--- src/design/rsps_pkg.sv ---
// ----------------------------------------------------------------------------
// rsps_pkg
// Shared types and constants for the range-sum and pair-sum search block.
// ----------------------------------------------------------------------------
package rsps_pkg;

    // Data set sizing
    localparam int CAPACITY   = 8;
    localparam int ELEM_WIDTH = 32;

    // Fixed field widths of the ports
    localparam int CMD_W       = 2;
    localparam int STATUS_W    = 2;
    localparam int FIELD_W     = 32;
    localparam int RANGE_IDX_W = 3;
    localparam int RANGE_SUM_W = 35;

    // Derived widths
    localparam int IDX_W  = (CAPACITY > 1) ? $clog2(CAPACITY) : 1;
    localparam int CNT_W  = $clog2(CAPACITY + 1);
    localparam int PSUM_W = ELEM_WIDTH + IDX_W;
    localparam int DIFF_W = PSUM_W + 1;
    localparam int QW     = (CNT_W > RANGE_IDX_W) ? CNT_W : RANGE_IDX_W;
    localparam int SUM_EXT_W = (DIFF_W > RANGE_SUM_W) ? DIFF_W : RANGE_SUM_W;
    // pair sums are compared against a 32-bit target
    localparam int CMP_W  = FIELD_W + 1;

    // Saturation bounds of the range sum field, at the extended width
    localparam logic signed [SUM_EXT_W-1:0] SUM_MAX =
        SUM_EXT_W'($signed({1'b0, {(RANGE_SUM_W-1){1'b1}}}));
    localparam logic signed [SUM_EXT_W-1:0] SUM_MIN =
        SUM_EXT_W'($signed({1'b1, {(RANGE_SUM_W-1){1'b0}}}));

    typedef enum logic [CMD_W-1:0] {
        CMD_CLEAR  = 2'd0,
        CMD_APPEND = 2'd1,
        CMD_RANGE  = 2'd2,
        CMD_PAIR   = 2'd3
    } cmd_t;

    typedef enum logic [STATUS_W-1:0] {
        ST_OK        = 2'd0,
        ST_BAD_RANGE = 2'd1,
        ST_NO_PAIR   = 2'd2,
        ST_FULL      = 2'd3
    } status_t;

    typedef enum logic [2:0] {
        S_IDLE,
        S_INSERT,
        S_RANGE,
        S_PAIR,
        S_DONE
    } state_t;

    // Controller to datapath
    typedef struct packed {
        logic capture;
        logic clear;
        logic append_start;
        logic ins_step;
        logic range_start;
        logic range_finish;
        logic pair_start;
        logic pair_step;
        logic res_full;
        logic res_bad_range;
        logic res_no_pair;
        logic out_load;
    } ctl_t;

    // Datapath to controller
    typedef struct packed {
        logic full;
        logic range_bad;
        logic few;
        logic ins_done;
        logic pair_hit;
        logic pair_end;
    } flags_t;

endpackage

--- src/design/rsps_ram.sv ---
// ----------------------------------------------------------------------------
// rsps_ram
// Generic RAM: one write port, two read ports, registered read data.
// ----------------------------------------------------------------------------
module rsps_ram #(
    parameter int WIDTH = 32,
    parameter int DEPTH = 8
) (
    input  logic                                    aclk,
    input  logic                                    we,
    input  logic [(DEPTH > 1 ? $clog2(DEPTH) : 1)-1:0] waddr,
    input  logic [WIDTH-1:0]                        wdata,
    input  logic [(DEPTH > 1 ? $clog2(DEPTH) : 1)-1:0] raddr0,
    input  logic [(DEPTH > 1 ? $clog2(DEPTH) : 1)-1:0] raddr1,
    output logic [WIDTH-1:0]                        rdata0,
    output logic [WIDTH-1:0]                        rdata1
);

    logic [WIDTH-1:0] mem [DEPTH];

    always_ff @(posedge aclk) begin
        if (we) begin
            mem[waddr] <= wdata;
        end
        rdata0 <= mem[raddr0];
        rdata1 <= mem[raddr1];
    end

endmodule

--- src/design/rsps_ctrl.sv ---
// ----------------------------------------------------------------------------
// rsps_ctrl
// Sequencer: decodes a beat, steps the insert / range / pair phases and
// hands the result to the output register.
// ----------------------------------------------------------------------------
module rsps_ctrl (
    input  logic                       aclk,
    input  logic                       aresetn,
    input  logic                       s_valid,
    output logic                       s_ready,
    input  logic [rsps_pkg::CMD_W-1:0] s_command,
    output logic                       m_valid,
    input  logic                       m_ready,
    input  rsps_pkg::flags_t           flags,
    output rsps_pkg::ctl_t             ctl
);

    rsps_pkg::state_t state_reg, state_next;
    logic             m_valid_reg, m_valid_next;
    logic             out_free;

    // State and output valid registers
    always_ff @(posedge aclk) begin
        if (!aresetn) begin
            state_reg   <= rsps_pkg::S_IDLE;
            m_valid_reg <= 1'b0;
        end else begin
            state_reg   <= state_next;
            m_valid_reg <= m_valid_next;
        end
    end

    assign out_free = !m_valid_reg || m_ready;
    assign s_ready  = (state_reg == rsps_pkg::S_IDLE);
    assign m_valid  = m_valid_reg;

    // Next state and commands
    always_comb begin
        state_next   = state_reg;
        m_valid_next = m_valid_reg;
        ctl          = '0;
        if (m_valid_reg && m_ready) begin
            m_valid_next = 1'b0;
        end
        unique case (state_reg)
            rsps_pkg::S_IDLE: begin
                if (s_valid) begin
                    ctl.capture = 1'b1;
                    state_next  = rsps_pkg::S_DONE;
                    unique case (rsps_pkg::cmd_t'(s_command))
                        rsps_pkg::CMD_CLEAR: begin
                            ctl.clear = 1'b1;
                        end
                        rsps_pkg::CMD_APPEND: begin
                            if (flags.full) begin
                                ctl.res_full = 1'b1;
                            end else begin
                                ctl.append_start = 1'b1;
                                state_next       = rsps_pkg::S_INSERT;
                            end
                        end
                        rsps_pkg::CMD_RANGE: begin
                            if (flags.range_bad) begin
                                ctl.res_bad_range = 1'b1;
                            end else begin
                                ctl.range_start = 1'b1;
                                state_next      = rsps_pkg::S_RANGE;
                            end
                        end
                        rsps_pkg::CMD_PAIR: begin
                            if (flags.few) begin
                                ctl.res_no_pair = 1'b1;
                            end else begin
                                ctl.pair_start = 1'b1;
                                state_next     = rsps_pkg::S_PAIR;
                            end
                        end
                        default: begin
                            ctl.clear = 1'b1;
                        end
                    endcase
                end
            end
            rsps_pkg::S_INSERT: begin
                ctl.ins_step = 1'b1;
                if (flags.ins_done) begin
                    state_next = rsps_pkg::S_DONE;
                end
            end
            rsps_pkg::S_RANGE: begin
                ctl.range_finish = 1'b1;
                state_next       = rsps_pkg::S_DONE;
            end
            rsps_pkg::S_PAIR: begin
                ctl.pair_step = 1'b1;
                if (flags.pair_hit || flags.pair_end) begin
                    state_next = rsps_pkg::S_DONE;
                end
            end
            rsps_pkg::S_DONE: begin
                if (out_free) begin
                    ctl.out_load = 1'b1;
                    m_valid_next = 1'b1;
                    state_next   = rsps_pkg::S_IDLE;
                end
            end
            default: begin
                state_next = rsps_pkg::S_IDLE;
            end
        endcase
    end

endmodule

--- src/design/rsps_datapath.sv ---
// ----------------------------------------------------------------------------
// rsps_datapath
// Element count, running prefix sum, prefix and sorted stores, insertion
// and two-pointer walk, result and output registers.
// ----------------------------------------------------------------------------
module rsps_datapath (
    input  logic                                  aclk,
    input  logic                                  aresetn,
    input  rsps_pkg::ctl_t                        ctl,
    output rsps_pkg::flags_t                      flags,
    input  logic signed [rsps_pkg::FIELD_W-1:0]   s_value,
    input  logic [rsps_pkg::RANGE_IDX_W-1:0]      s_range_left,
    input  logic [rsps_pkg::RANGE_IDX_W-1:0]      s_range_right,
    input  logic signed [rsps_pkg::FIELD_W-1:0]   s_target,
    output logic [rsps_pkg::STATUS_W-1:0]         m_status,
    output logic signed [rsps_pkg::RANGE_SUM_W-1:0] m_range_sum,
    output logic signed [rsps_pkg::FIELD_W-1:0]   m_pair_low,
    output logic signed [rsps_pkg::FIELD_W-1:0]   m_pair_high
);

    localparam int EW = rsps_pkg::ELEM_WIDTH;
    localparam int IW = rsps_pkg::IDX_W;
    localparam int CW = rsps_pkg::CNT_W;
    localparam int PW = rsps_pkg::PSUM_W;
    localparam int QW = rsps_pkg::QW;
    localparam int FW = rsps_pkg::FIELD_W;
    localparam int XW = rsps_pkg::SUM_EXT_W;
    localparam int MW = rsps_pkg::CMP_W;
    localparam int RW = rsps_pkg::RANGE_SUM_W;

    // Control-side state
    logic [CW-1:0]          count_reg, count_next;
    // Payload registers
    logic signed [PW-1:0]   last_reg, last_next;
    logic [IW-1:0]          pos_reg, pos_next;
    logic [IW-1:0]          a_reg, a_next;
    logic [IW-1:0]          b_reg, b_next;
    logic signed [EW-1:0]   value_reg;
    logic signed [FW-1:0]   target_reg;
    logic                   lzero_reg;
    rsps_pkg::status_t      res_status_reg, res_status_next;
    logic signed [RW-1:0]   res_sum_reg, res_sum_next;
    logic signed [FW-1:0]   res_lo_reg, res_lo_next;
    logic signed [FW-1:0]   res_hi_reg, res_hi_next;
    logic [rsps_pkg::STATUS_W-1:0] out_status_reg;
    logic signed [RW-1:0]   out_sum_reg;
    logic signed [FW-1:0]   out_lo_reg;
    logic signed [FW-1:0]   out_hi_reg;

    // Store ports
    logic                   pfx_we;
    logic [IW-1:0]          pfx_waddr, pfx_raddr0, pfx_raddr1;
    logic [PW-1:0]          pfx_wdata, pfx_rdata0, pfx_rdata1;
    logic                   srt_we;
    logic [IW-1:0]          srt_waddr, srt_raddr0, srt_raddr1;
    logic [EW-1:0]          srt_wdata, srt_rdata0, srt_rdata1;

    // Helper values
    logic signed [EW-1:0]   in_elem;
    logic signed [EW-1:0]   rd_a, rd_b;
    logic [CW-1:0]          count_m1;
    logic [QW-1:0]          l_q, r_q, cnt_q, l_m1;
    logic signed [PW:0]     diff;
    logic signed [XW-1:0]   diff_ext;
    logic signed [RW-1:0]   sum_sat;
    logic signed [MW-1:0]   pair_sum, pair_tgt;
    logic                   pair_lt;
    logic [IW-1:0]          step_a, step_b;

    assign in_elem  = s_value[EW-1:0];
    assign rd_a     = srt_rdata0;
    assign rd_b     = srt_rdata1;
    assign count_m1 = count_reg - CW'(1);
    assign l_q      = QW'(s_range_left);
    assign r_q      = QW'(s_range_right);
    assign cnt_q    = QW'(count_reg);
    assign l_m1     = l_q - QW'(1);

    // Status flags for the sequencer
    assign flags.full      = (count_reg == CW'(rsps_pkg::CAPACITY));
    assign flags.range_bad = (r_q >= cnt_q) || (l_q > r_q);
    assign flags.few       = (count_reg < CW'(2));
    assign flags.ins_done  = (pos_reg == '0) || !(rd_a > value_reg);

    // Range sum: difference of two prefix entries, saturated to the field
    assign diff     = $signed({pfx_rdata1[PW-1], pfx_rdata1})
                    - (lzero_reg ? '0 : $signed({pfx_rdata0[PW-1], pfx_rdata0}));
    assign diff_ext = XW'(diff);
    always_comb begin
        if (diff_ext > rsps_pkg::SUM_MAX) begin
            sum_sat = rsps_pkg::SUM_MAX[RW-1:0];
        end else if (diff_ext < rsps_pkg::SUM_MIN) begin
            sum_sat = rsps_pkg::SUM_MIN[RW-1:0];
        end else begin
            sum_sat = diff_ext[RW-1:0];
        end
    end

    // Two-pointer compare, exact width
    assign pair_sum = MW'(rd_a) + MW'(rd_b);
    assign pair_tgt = MW'(target_reg);
    assign pair_lt  = pair_sum < pair_tgt;
    assign step_a   = pair_lt ? a_reg + IW'(1) : a_reg;
    assign step_b   = pair_lt ? b_reg : b_reg - IW'(1);
    assign flags.pair_hit = (pair_sum == pair_tgt);
    assign flags.pair_end = (step_a >= step_b);

    // Next-state logic for counters, pointers and result
    always_comb begin
        count_next      = count_reg;
        last_next       = last_reg;
        pos_next        = pos_reg;
        a_next          = a_reg;
        b_next          = b_reg;
        res_status_next = res_status_reg;
        res_sum_next    = res_sum_reg;
        res_lo_next     = res_lo_reg;
        res_hi_next     = res_hi_reg;
        pfx_we          = 1'b0;
        pfx_waddr       = count_reg[IW-1:0];
        pfx_wdata       = last_reg + PW'(in_elem);
        srt_we          = 1'b0;
        srt_waddr       = pos_reg;
        srt_wdata       = rd_a;

        if (ctl.capture) begin
            res_status_next = rsps_pkg::ST_OK;
            res_sum_next    = '0;
            res_lo_next     = '0;
            res_hi_next     = '0;
        end
        if (ctl.clear) begin
            count_next = '0;
            last_next  = '0;
        end
        if (ctl.res_full) begin
            res_status_next = rsps_pkg::ST_FULL;
        end
        if (ctl.res_bad_range) begin
            res_status_next = rsps_pkg::ST_BAD_RANGE;
        end
        if (ctl.res_no_pair) begin
            res_status_next = rsps_pkg::ST_NO_PAIR;
        end
        // append: extend prefix store, start the insertion at the tail
        if (ctl.append_start) begin
            pfx_we     = 1'b1;
            last_next  = pfx_wdata;
            count_next = count_reg + CW'(1);
            pos_next   = count_reg[IW-1:0];
        end
        // insertion: shift a larger neighbor up, or drop the value in
        if (ctl.ins_step) begin
            srt_we = 1'b1;
            if (flags.ins_done) begin
                srt_wdata = value_reg;
            end else begin
                pos_next = pos_reg - IW'(1);
            end
        end
        if (ctl.range_finish) begin
            res_sum_next = sum_sat;
        end
        if (ctl.pair_start) begin
            a_next = '0;
            b_next = count_m1[IW-1:0];
        end
        // two-pointer step
        if (ctl.pair_step) begin
            if (flags.pair_hit) begin
                res_lo_next = FW'(rd_a);
                res_hi_next = FW'(rd_b);
            end else begin
                a_next = step_a;
                b_next = step_b;
                if (flags.pair_end) begin
                    res_status_next = rsps_pkg::ST_NO_PAIR;
                end
            end
        end
    end

    // Sorted-store read addresses follow the next pointer values; prefix reads follow the range inputs
    assign pfx_raddr0 = l_m1[IW-1:0];
    assign pfx_raddr1 = r_q[IW-1:0];
    assign srt_raddr0 = (ctl.append_start || ctl.ins_step) ? pos_next - IW'(1) : a_next;
    assign srt_raddr1 = b_next;

    // Element count and running prefix sum
    always_ff @(posedge aclk) begin
        if (!aresetn) begin
            count_reg <= '0;
            last_reg  <= '0;
        end else begin
            count_reg <= count_next;
            last_reg  <= last_next;
        end
    end

    // Payload registers
    always_ff @(posedge aclk) begin
        pos_reg        <= pos_next;
        a_reg          <= a_next;
        b_reg          <= b_next;
        res_status_reg <= res_status_next;
        res_sum_reg    <= res_sum_next;
        res_lo_reg     <= res_lo_next;
        res_hi_reg     <= res_hi_next;
        if (ctl.capture) begin
            value_reg  <= in_elem;
            target_reg <= s_target;
            lzero_reg  <= (s_range_left == '0);
        end
        if (ctl.out_load) begin
            out_status_reg <= res_status_reg;
            out_sum_reg    <= res_sum_reg;
            out_lo_reg     <= res_lo_reg;
            out_hi_reg     <= res_hi_reg;
        end
    end

    assign m_status    = out_status_reg;
    assign m_range_sum = out_sum_reg;
    assign m_pair_low  = out_lo_reg;
    assign m_pair_high = out_hi_reg;

    // Prefix store: entry i holds the sum of the first i+1 elements
    rsps_ram #(
        .WIDTH (PW),
        .DEPTH (rsps_pkg::CAPACITY)
    ) u_prefix_ram (
        .aclk   (aclk),
        .we     (pfx_we),
        .waddr  (pfx_waddr),
        .wdata  (pfx_wdata),
        .raddr0 (pfx_raddr0),
        .raddr1 (pfx_raddr1),
        .rdata0 (pfx_rdata0),
        .rdata1 (pfx_rdata1)
    );

    // Sorted store, ascending
    rsps_ram #(
        .WIDTH (EW),
        .DEPTH (rsps_pkg::CAPACITY)
    ) u_sorted_ram (
        .aclk   (aclk),
        .we     (srt_we),
        .waddr  (srt_waddr),
        .wdata  (srt_wdata),
        .raddr0 (srt_raddr0),
        .raddr1 (srt_raddr1),
        .rdata0 (srt_rdata0),
        .rdata1 (srt_rdata1)
    );

endmodule

--- src/design/range_sum_and_pair_sum_search.sv ---
// ----------------------------------------------------------------------------
// range_sum_and_pair_sum_search
// Accepted beat to m_valid: clear, full append, bad range and short pair search
// go straight to the done state; a range query passes the range state; an append
// shifts one larger element per insert step, then drops the value in; a pair
// search steps the two pointers until a hit or until they meet. One beat in work:
// the next is taken the cycle after the result loads, which waits on m_ready.
// Synchronous active-low reset empties the data set and drops any result.
// ----------------------------------------------------------------------------
module range_sum_and_pair_sum_search (
    input  logic                                    aclk,
    input  logic                                    aresetn,
    input  logic                                    s_valid,
    output logic                                    s_ready,
    input  logic [rsps_pkg::CMD_W-1:0]              s_command,
    input  logic signed [rsps_pkg::FIELD_W-1:0]     s_value,
    input  logic [rsps_pkg::RANGE_IDX_W-1:0]        s_range_left,
    input  logic [rsps_pkg::RANGE_IDX_W-1:0]        s_range_right,
    input  logic signed [rsps_pkg::FIELD_W-1:0]     s_target,
    output logic                                    m_valid,
    input  logic                                    m_ready,
    output logic [rsps_pkg::STATUS_W-1:0]           m_status,
    output logic signed [rsps_pkg::RANGE_SUM_W-1:0] m_range_sum,
    output logic signed [rsps_pkg::FIELD_W-1:0]     m_pair_low,
    output logic signed [rsps_pkg::FIELD_W-1:0]     m_pair_high
);

    rsps_pkg::ctl_t   ctl;
    rsps_pkg::flags_t flags;

    // Sequencer
    rsps_ctrl u_ctrl (
        .aclk      (aclk),
        .aresetn   (aresetn),
        .s_valid   (s_valid),
        .s_ready   (s_ready),
        .s_command (s_command),
        .m_valid   (m_valid),
        .m_ready   (m_ready),
        .flags     (flags),
        .ctl       (ctl)
    );

    // Stores and arithmetic
    rsps_datapath u_datapath (
        .aclk          (aclk),
        .aresetn       (aresetn),
        .ctl           (ctl),
        .flags         (flags),
        .s_value       (s_value),
        .s_range_left  (s_range_left),
        .s_range_right (s_range_right),
        .s_target      (s_target),
        .m_status      (m_status),
        .m_range_sum   (m_range_sum),
        .m_pair_low    (m_pair_low),
        .m_pair_high   (m_pair_high)
    );

endmodule
--- config.mk ---
export PLATFORM = sky130hd
export DESIGN_NAME = range_sum_and_pair_sum_search
export DESIGN_NICKNAME = d
export VERILOG_FILES = /design/src/design/rsps_pkg.sv /design/src/design/rsps_ram.sv /design/src/design/rsps_ctrl.sv /design/src/design/rsps_datapath.sv /design/src/design/range_sum_and_pair_sum_search.sv
export SDC_FILE = /design/constraint.sdc
export NUM_CORES = 2
export LEC_CHECK = 0
export BUFFER_PORTS_ARGS = -buffer_cell sky130_fd_sc_hd__buf_2
export CAP_MARGIN = 40
export CORE_ASPECT_RATIO = 0.7
export CORE_UTILIZATION = 60
export CTS_BUF_LIST = sky130_fd_sc_hd__clkbuf_16
export DETAILED_ROUTE_END_ITERATION = 10
export PLACE_DENSITY = 0.78
export SLEW_MARGIN = 15
export SYNTH_ARGS = -nofsm -noshare
export SYNTH_HDL_FRONTEND = slang
export SYNTH_SLANG_ARGS = --single-unit
export TNS_END_PERCENT = 5
--- constraint.sdc ---
create_clock -name aclk -period 8.13 [get_ports aclk]
set_clock_uncertainty 0.05 [all_clocks]
set_input_delay 0.813 -clock aclk [delete_from_list [all_inputs] [get_ports aclk]]
set_output_delay 0.813 -clock aclk [all_outputs]
set_load 0.01 [all_outputs]
# Word level (Yosys, flattened, before mapping)
# Memories as Yosys holds them, arrays and structs flattened. A register that Yosys moved wholly into a read port is not among the register bits.
# Index checks and enable logic that the tools add are counted.
word_totals:
  output_inout_bits: 103
  mem_count: 2
  ram_bits: 536
  reg_bits: 319
classes:
  magnitude_cmp: 8
  add_sub_neg: 10
  mux: 76
  n_reduce_logical: 15
  n_eq_ne: 13
mem_list:
  columns: ["memory", "depth", "word_bits", "rd", "rd_clocked_by_memory_dff", "write_ports", "line", "rtl"]
  rows:
  - ["u_datapath.u_prefix_ram.mem", 8, 35, 2, 2, 1, "rsps_ram.sv:19", "logic [WIDTH-1:0] mem [DEPTH];"]
  - ["u_datapath.u_sorted_ram.mem", 8, 32, 2, 2, 1, "rsps_ram.sv:19", null]
ops:
  columns: ["operator", "n"]
  rows:
  - ["$mux 32", 8]
  - ["$mux 35", 6]
  - ["$mux 3", 23]
  - ["$gt 36x35->1 const B", 1]
  - ["$lt 36x35->1 const B", 1]
  - ["$mux 36", 1]
  - ["$sub 36x36->36", 1]
  - ["$add 35x32->35", 1]
  - ["$add 32x32->33", 1]
  - ["$eq 33x32->1", 1]
  - ["$lt 33x32->1", 1]
  - ["$gt 32x32->1", 1]
  - ["$mux 1", 27]
  - ["$pmux 3 s5", 1]
  - ["$sub 3x1->3 const B", 5]
  - ["$mux 2", 7]
  - ["$logic_not 3->1", 3]
  - ["$pmux 3 s3", 1]
  - ["$mux 4", 2]
  - ["$eq 3x2->1 const B", 2]
  - ["$logic_or 1x1->1", 5]
  - ["$add 4x1->4 const B", 1]
  - ["$eq 2x2->1 const B", 2]
  - ["$eq 4x4->1 const B", 1]
  - ["other kinds (15)", 19]

# Depth between registers and ports, before layout
depth:
  word_depth: 12
  depth_mapped: 27

# Cells and area by module
# A second synthesis with hierarchy kept.
unflattened:
  cells_unflattened: 3097
  hier_area_um2: 46594.7
by_module_without_submodules:
  columns: ["mod", "cells_per_inst", "n_inst", "seq_area_each_um2", "area_per_inst_um2"]
  rows:
  - ["rsps_datapath", 1872, 1, 8318.0, 18390.1]
  - ["rsps_ram (u_datapath.u_prefix_ram)", 613, 1, 9809.4, 14605.3]
  - ["rsps_ram (u_datapath.u_sorted_ram)", 561, 1, 8968.6, 13180.1]
  - ["rsps_ctrl", 51, 1, 80.1, 419.2]

# Worst setup path before layout
# Ideal clock, no wire load.
synth_timing:
  path_type: "input to register"
  start: "input port s_command[1] in the netlist's numbering"
  end: "memory u_datapath.u_prefix_ram.mem[0][0] in the netlist's numbering (enable)"
  n_path_buf: 3
  path_slack_ns: 2.398
  setup_time_ns: 0.515
  cell_stages: 6
  t_arrival_ns: 5.168
  cell_sequence: "clkbuf_1 nand2b_1 or3_1 clkbuf_1 clkbuf_1 nor4_1"
synth_via:
  elab_chain_len: 7
synth_lines:
  columns: ["element", "line", "rtl"]
  rows:
  - ["from (decl)", "range_sum_and_pair_sum_search.sv:15", "input logic [rsps_pkg::CMD_W-1:0] s_command,"]
  - ["$eq 2x1->1", "rsps_ctrl.sv:50", "unique case (rsps_pkg::cmd_t'(s_command))"]
  - ["$mux 1", "rsps_ctrl.sv:50", null]
  - ["$mux 3", "rsps_ctrl.sv:47", "if (s_valid) begin"]
  - ["$mux 3", "rsps_ctrl.sv:45", "unique case (state_reg)"]
  - ["$mux 1", "rsps_datapath.sv:146", "if (ctl.append_start) begin"]
  - ["$mux 1", "rsps_ram.sv:22", "if (we) begin"]
  - ["$mux 1 (implied by the code)", "rsps_ram.sv:23", "mem[waddr] <= wdata;"]
  - ["to (decl)", "rsps_ram.sv:19", null]
# Every way passes these cells.

# Worst setup path in the final report
layout_timing:
  start: "register u_datapath.u_sorted_ram.rdata1[11] (read register of u_datapath.u_sorted_ram.mem)"
  end: "register u_datapath.u_sorted_ram.rdata1[5] (read register of u_datapath.u_sorted_ram.mem)"
layout_via:
  elab_chain_len: 5
layout_lines:
  columns: ["element", "line", "rtl"]
  rows:
  - ["from (decl)", "rsps_ram.sv:16", "output logic [WIDTH-1:0] rdata1"]
  - ["$add 32x32->33 (*)", "rsps_datapath.sv:100", "assign pair_sum = MW'(rd_a) + MW'(rd_b);"]
  - ["$lt 33x32->1", "rsps_datapath.sv:102", "assign pair_lt = pair_sum < pair_tgt;"]
  - ["$mux 3", "rsps_datapath.sv:104", "assign step_b = pair_lt ? b_reg : b_reg - IW'(1);"]
  - ["$mux 3 (*)", "rsps_datapath.sv:170", "if (flags.pair_hit) begin"]
  - ["$mux 3 (*)", "rsps_datapath.sv:169", "if (ctl.pair_step) begin"]
# Mark *: on every way between the ends. The rest lies on a longest branch, timed or not.
# A chain may end at the register's enable or synchronous reset.

==> results.py <==
metrics = {
    "global_route": {
        "grt_pass1_wl_mm": 185.1,
        "met2_usage_pct": 42.98,
        "busiest_layer": "met1",
        "grt_use_total_pct": 31.90,
        "antenna_found_initial": 6,
        "grt.overflow.total": 0,
        "grt_pass1_vias": 29360,
        "grt_max_degree": 78,
        "gr-usage-met3_pct": 11.02,
        "gr-usage-met1_pct": 49.05,
    },
    "routing": {
        "antenna_left": 0,
        "dr.pass1.iters": 6,
        "drcViolationCount": 0,
        "drt-total-wl_mm": 126.3,
        "drt_iter0_markers": 4410,
        "vias": 31540,
        "wl_per_cell_um": 26.22,
        "viasPerCell": 6.545,
    },
    "layout": {
        "largest_reg_flops": 280,
        "fin_area_mm2": 0.05186,
        "fin_cells": 4818,
        "antenna_cells": 0,
        "drive_gt1_share_pct": 18.25,
        "fin_util_pct": 68.44,
        "fin_nets": 3970,
        "syn_to_final_growth_pct": 11.86,
        "reg_top3": "u_datapath.u_prefix_ram.mem (280), u_datapath.u_sorted_ram.mem (256)",
        "top_register": "u_datapath.u_prefix_ram.mem",
    },
    "synth": {
        "synth_area_leader_cell": "edfxtp_1",
        "syn_area_mm2": 0.04636,
        "synth-seq-cells": 989,
        "synth_top_area_share_pct": 47.74,
        "synth_edf_count": 737,
        "ys_seq_area_share_pct": 58.62,
        "synth-main-ff-cell": "edfxtp_1",
        "syn_nets": 3801,
        "synth_warnings": 0,
        "synth-async-reset-ratio_pct": 0,
        "ys_types": 94,
        "postSynthCellCount": 3539,
        "synth.area.top_cells": "edfxtp_1 48%, dfxtp_1 11%, mux4_2 6.8%, ha_1 4.9%, mux2i_1 4.3%",
        "avgSynthCellArea_um2": 13.10,
    },
    "placed_design": {
        "place_ws_ns": 1.187,
        "placed_cells": 4640,
        "port_buffers": 178,
        "hpwl_mm": 84.87,
        "placed_area_mm2": 0.04858,
        "gp_congestion": 0.9887,
    },
    "die": {
        "fp-row-count": 84,
        "die_h_um": 234.6,
        "coreArea_mm2": 0.07578,
        "chipWidth_um": 334.2,
        "start_util_pct": 61.18,
        "die_area_mm2": 0.07840,
        "io_pins": 179,
    },
    "timing": {
        "grt_setup_unrepaired": "no",
        "relSlewSlack_pct": 32.38,
        "max_freq_mhz": 140.1,
        "hold_viol": 0,
        "finalCriticalPeriod_ns": 7.138,
        "setup_viol": 0,
        "period_share_pct": 87.80,
        "tns_ns": 0,
        "worst_pin_slew_ns": 1.004,
        "hold_ws_ns": 0.2774,
        "maxSlewViolCount": 0,
        "setup_slack_ns": 0.9915,
    },
    "clocking": {
        "htreeDepth": 3,
        "cts_tree": "yes",
        "postCtsSetupRepairBufs": 0,
        "ctsHoldBuffers": 0,
        "cts_inserted_buffers": 92,
        "path_clk_slew_ns": 0.07,
        "clockRootBuffer": "clkbuf_16",
        "clock-sinks": 989,
        "cts_buffer_depth": 3,
        "cts_resized": 0,
        "insertion_delay_ns": 0.67,
    },
    "setup_path": {
        "cp.arrival_ns": 7.63,
        "crit_type": "reg -> reg",
        "cp-end-kind": "register",
        "required_ns": 8.63,
        "crit_fanout": 11,
        "cp-start-kind": "register",
        "r2r_slack_ns": 0.99,
    },
    "power": {
        "ir_worst_vdd_mv": 0.1792,
        "power_density_mw_per_mm2": 271.5,
        "finalPower_mw": 14.08,
        "leakage_nw": 19.26,
    },
    "flow_run": {
        "cap_violations": 0,
    },
    "run_status": {
        "status": "complete, no violations",
    },
    "hold_path": {
        "hold_path_class": "in -> reg",
    },
}
==> layout by cell type, fill, tap and decap left out, drive strengths merged, types with 139 or more instances in the layout <==
cell type / count
and3: 139
mux4: 140
o21ai: 193
inv: 149
edfxtp: 737
ha: 183
mux2i: 198
buf: 261
nand2: 353
dfxtp: 252
==> report_power, final <==
group | internal [mW] | switching (mW) | total (mW) | leakage [nW]
registers | 5.84 | 0.267 | 6.11 | 8.84
clock network | 2.62 | 1.93 | 4.55 | 1.62
logic | 1.28 | 2.14 | 3.42 | 8.80
total | 9.75 | 4.33 | 14.1 | 19.3
==> per-layer routing <==
metal	up-vias	share of wire, %
met5	-	0.063
met4	10	2.2
met3	230	14
met2	1962	40
met1	15500	43
li1	13840	-
==> layout make-up <==
class / instances / area (µm²)
fillers: 5085 / 23920
repair buffers: 262 / 1698
inverters: 126 / 473.0
flip-flops and latches: 989 / 27180
well taps: 1032 / 1291
clock buffers: 97 / 2427
clock inverters: 75 / 765.7
multi-input cells: 2237 / 18030
==> final timing paths <==
| kind | start | cells after the start | to |
|---|---|---|---|
| worst max-delay path | u_datapath.u_sorted_ram.rdata1[11] | 23 | u_datapath.u_sorted_ram.rdata1[5] |
| worst min-delay path | s_target[14] | 1 | u_datapath.target_reg[14] |
| worst max register to register | u_datapath.u_sorted_ram.rdata1[11] | 23 | u_datapath.u_sorted_ram.rdata1[5] |
| worst min register to register | u_datapath.res_sum_reg[34] | 0 | u_datapath.m_range_sum[34] |
==> critical path: stages (launching register included) <==
cell	delay [ns]
dfxtp_1	0.34
ha_1	0.35
a21oi_1	0.43
nor3_1	0.13
nor4_1	0.21
o21ai_0	0.16
and3_1	0.22
nor3_1	0.28
o31ai_1	0.15
o41ai_1	0.61
or4b_1	0.48
o311ai_0	0.15
ha_1	0.34
a21oi_1	0.13
o21ai_1	0.10
nor3_1	0.23
nand3_1	0.14
a211oi_2	0.50
nor3_1	0.18
a22oi_1	0.33
nand3_1	0.61
buf_4	0.45
a211oi_1	0.30
nor4_1	0.10
==> cells in the mapped netlist, types with 12 or more instances <==
| master | n |
|---|---|
| a22oi_1 | 27 |
| mux2i_1 | 198 |
| nor4_1 | 41 |
| and2_1 | 12 |
| nand2b_1 | 51 |
| edfxtp_1 | 737 |
| a211oi_1 | 123 |
| dfxtp_1 | 252 |
| o211ai_1 | 17 |
| nand3_1 | 42 |
| nor2b_1 | 20 |
| nor2_1 | 126 |
| a21o_1 | 55 |
| nor3_1 | 37 |
| nand4_1 | 19 |
| o21ai_0 | 176 |
| a211oi_2 | 12 |
| o21ai_1 | 16 |
| ha_1 | 183 |
| nand2_1 | 352 |
| inv_1 | 123 |
| xor2_1 | 27 |
| a21oi_1 | 114 |
| clkbuf_1 | 122 |
| xnor2_1 | 61 |
| buf_2 | 28 |
| mux4_2 | 140 |
| and3_1 | 139 |
| buf_1 | 20 |
| o21a_1 | 15 |
| or3_1 | 15 |
| mux2_2 | 72 |
==> cell families after synthesis <==
kind of cell	Yosys count	share of synthesized area (%)
DFF	989	58.62
and+or+nand+nor	885	9.273
AOI/OAI and AO/OA	667	9.589
muxes	411	12.85
buffers and inverters	313	2.942
adders and majority gates	186	5.068
xor gates and xnor gates	88	1.662
Power figures use the tool's default switching activity.
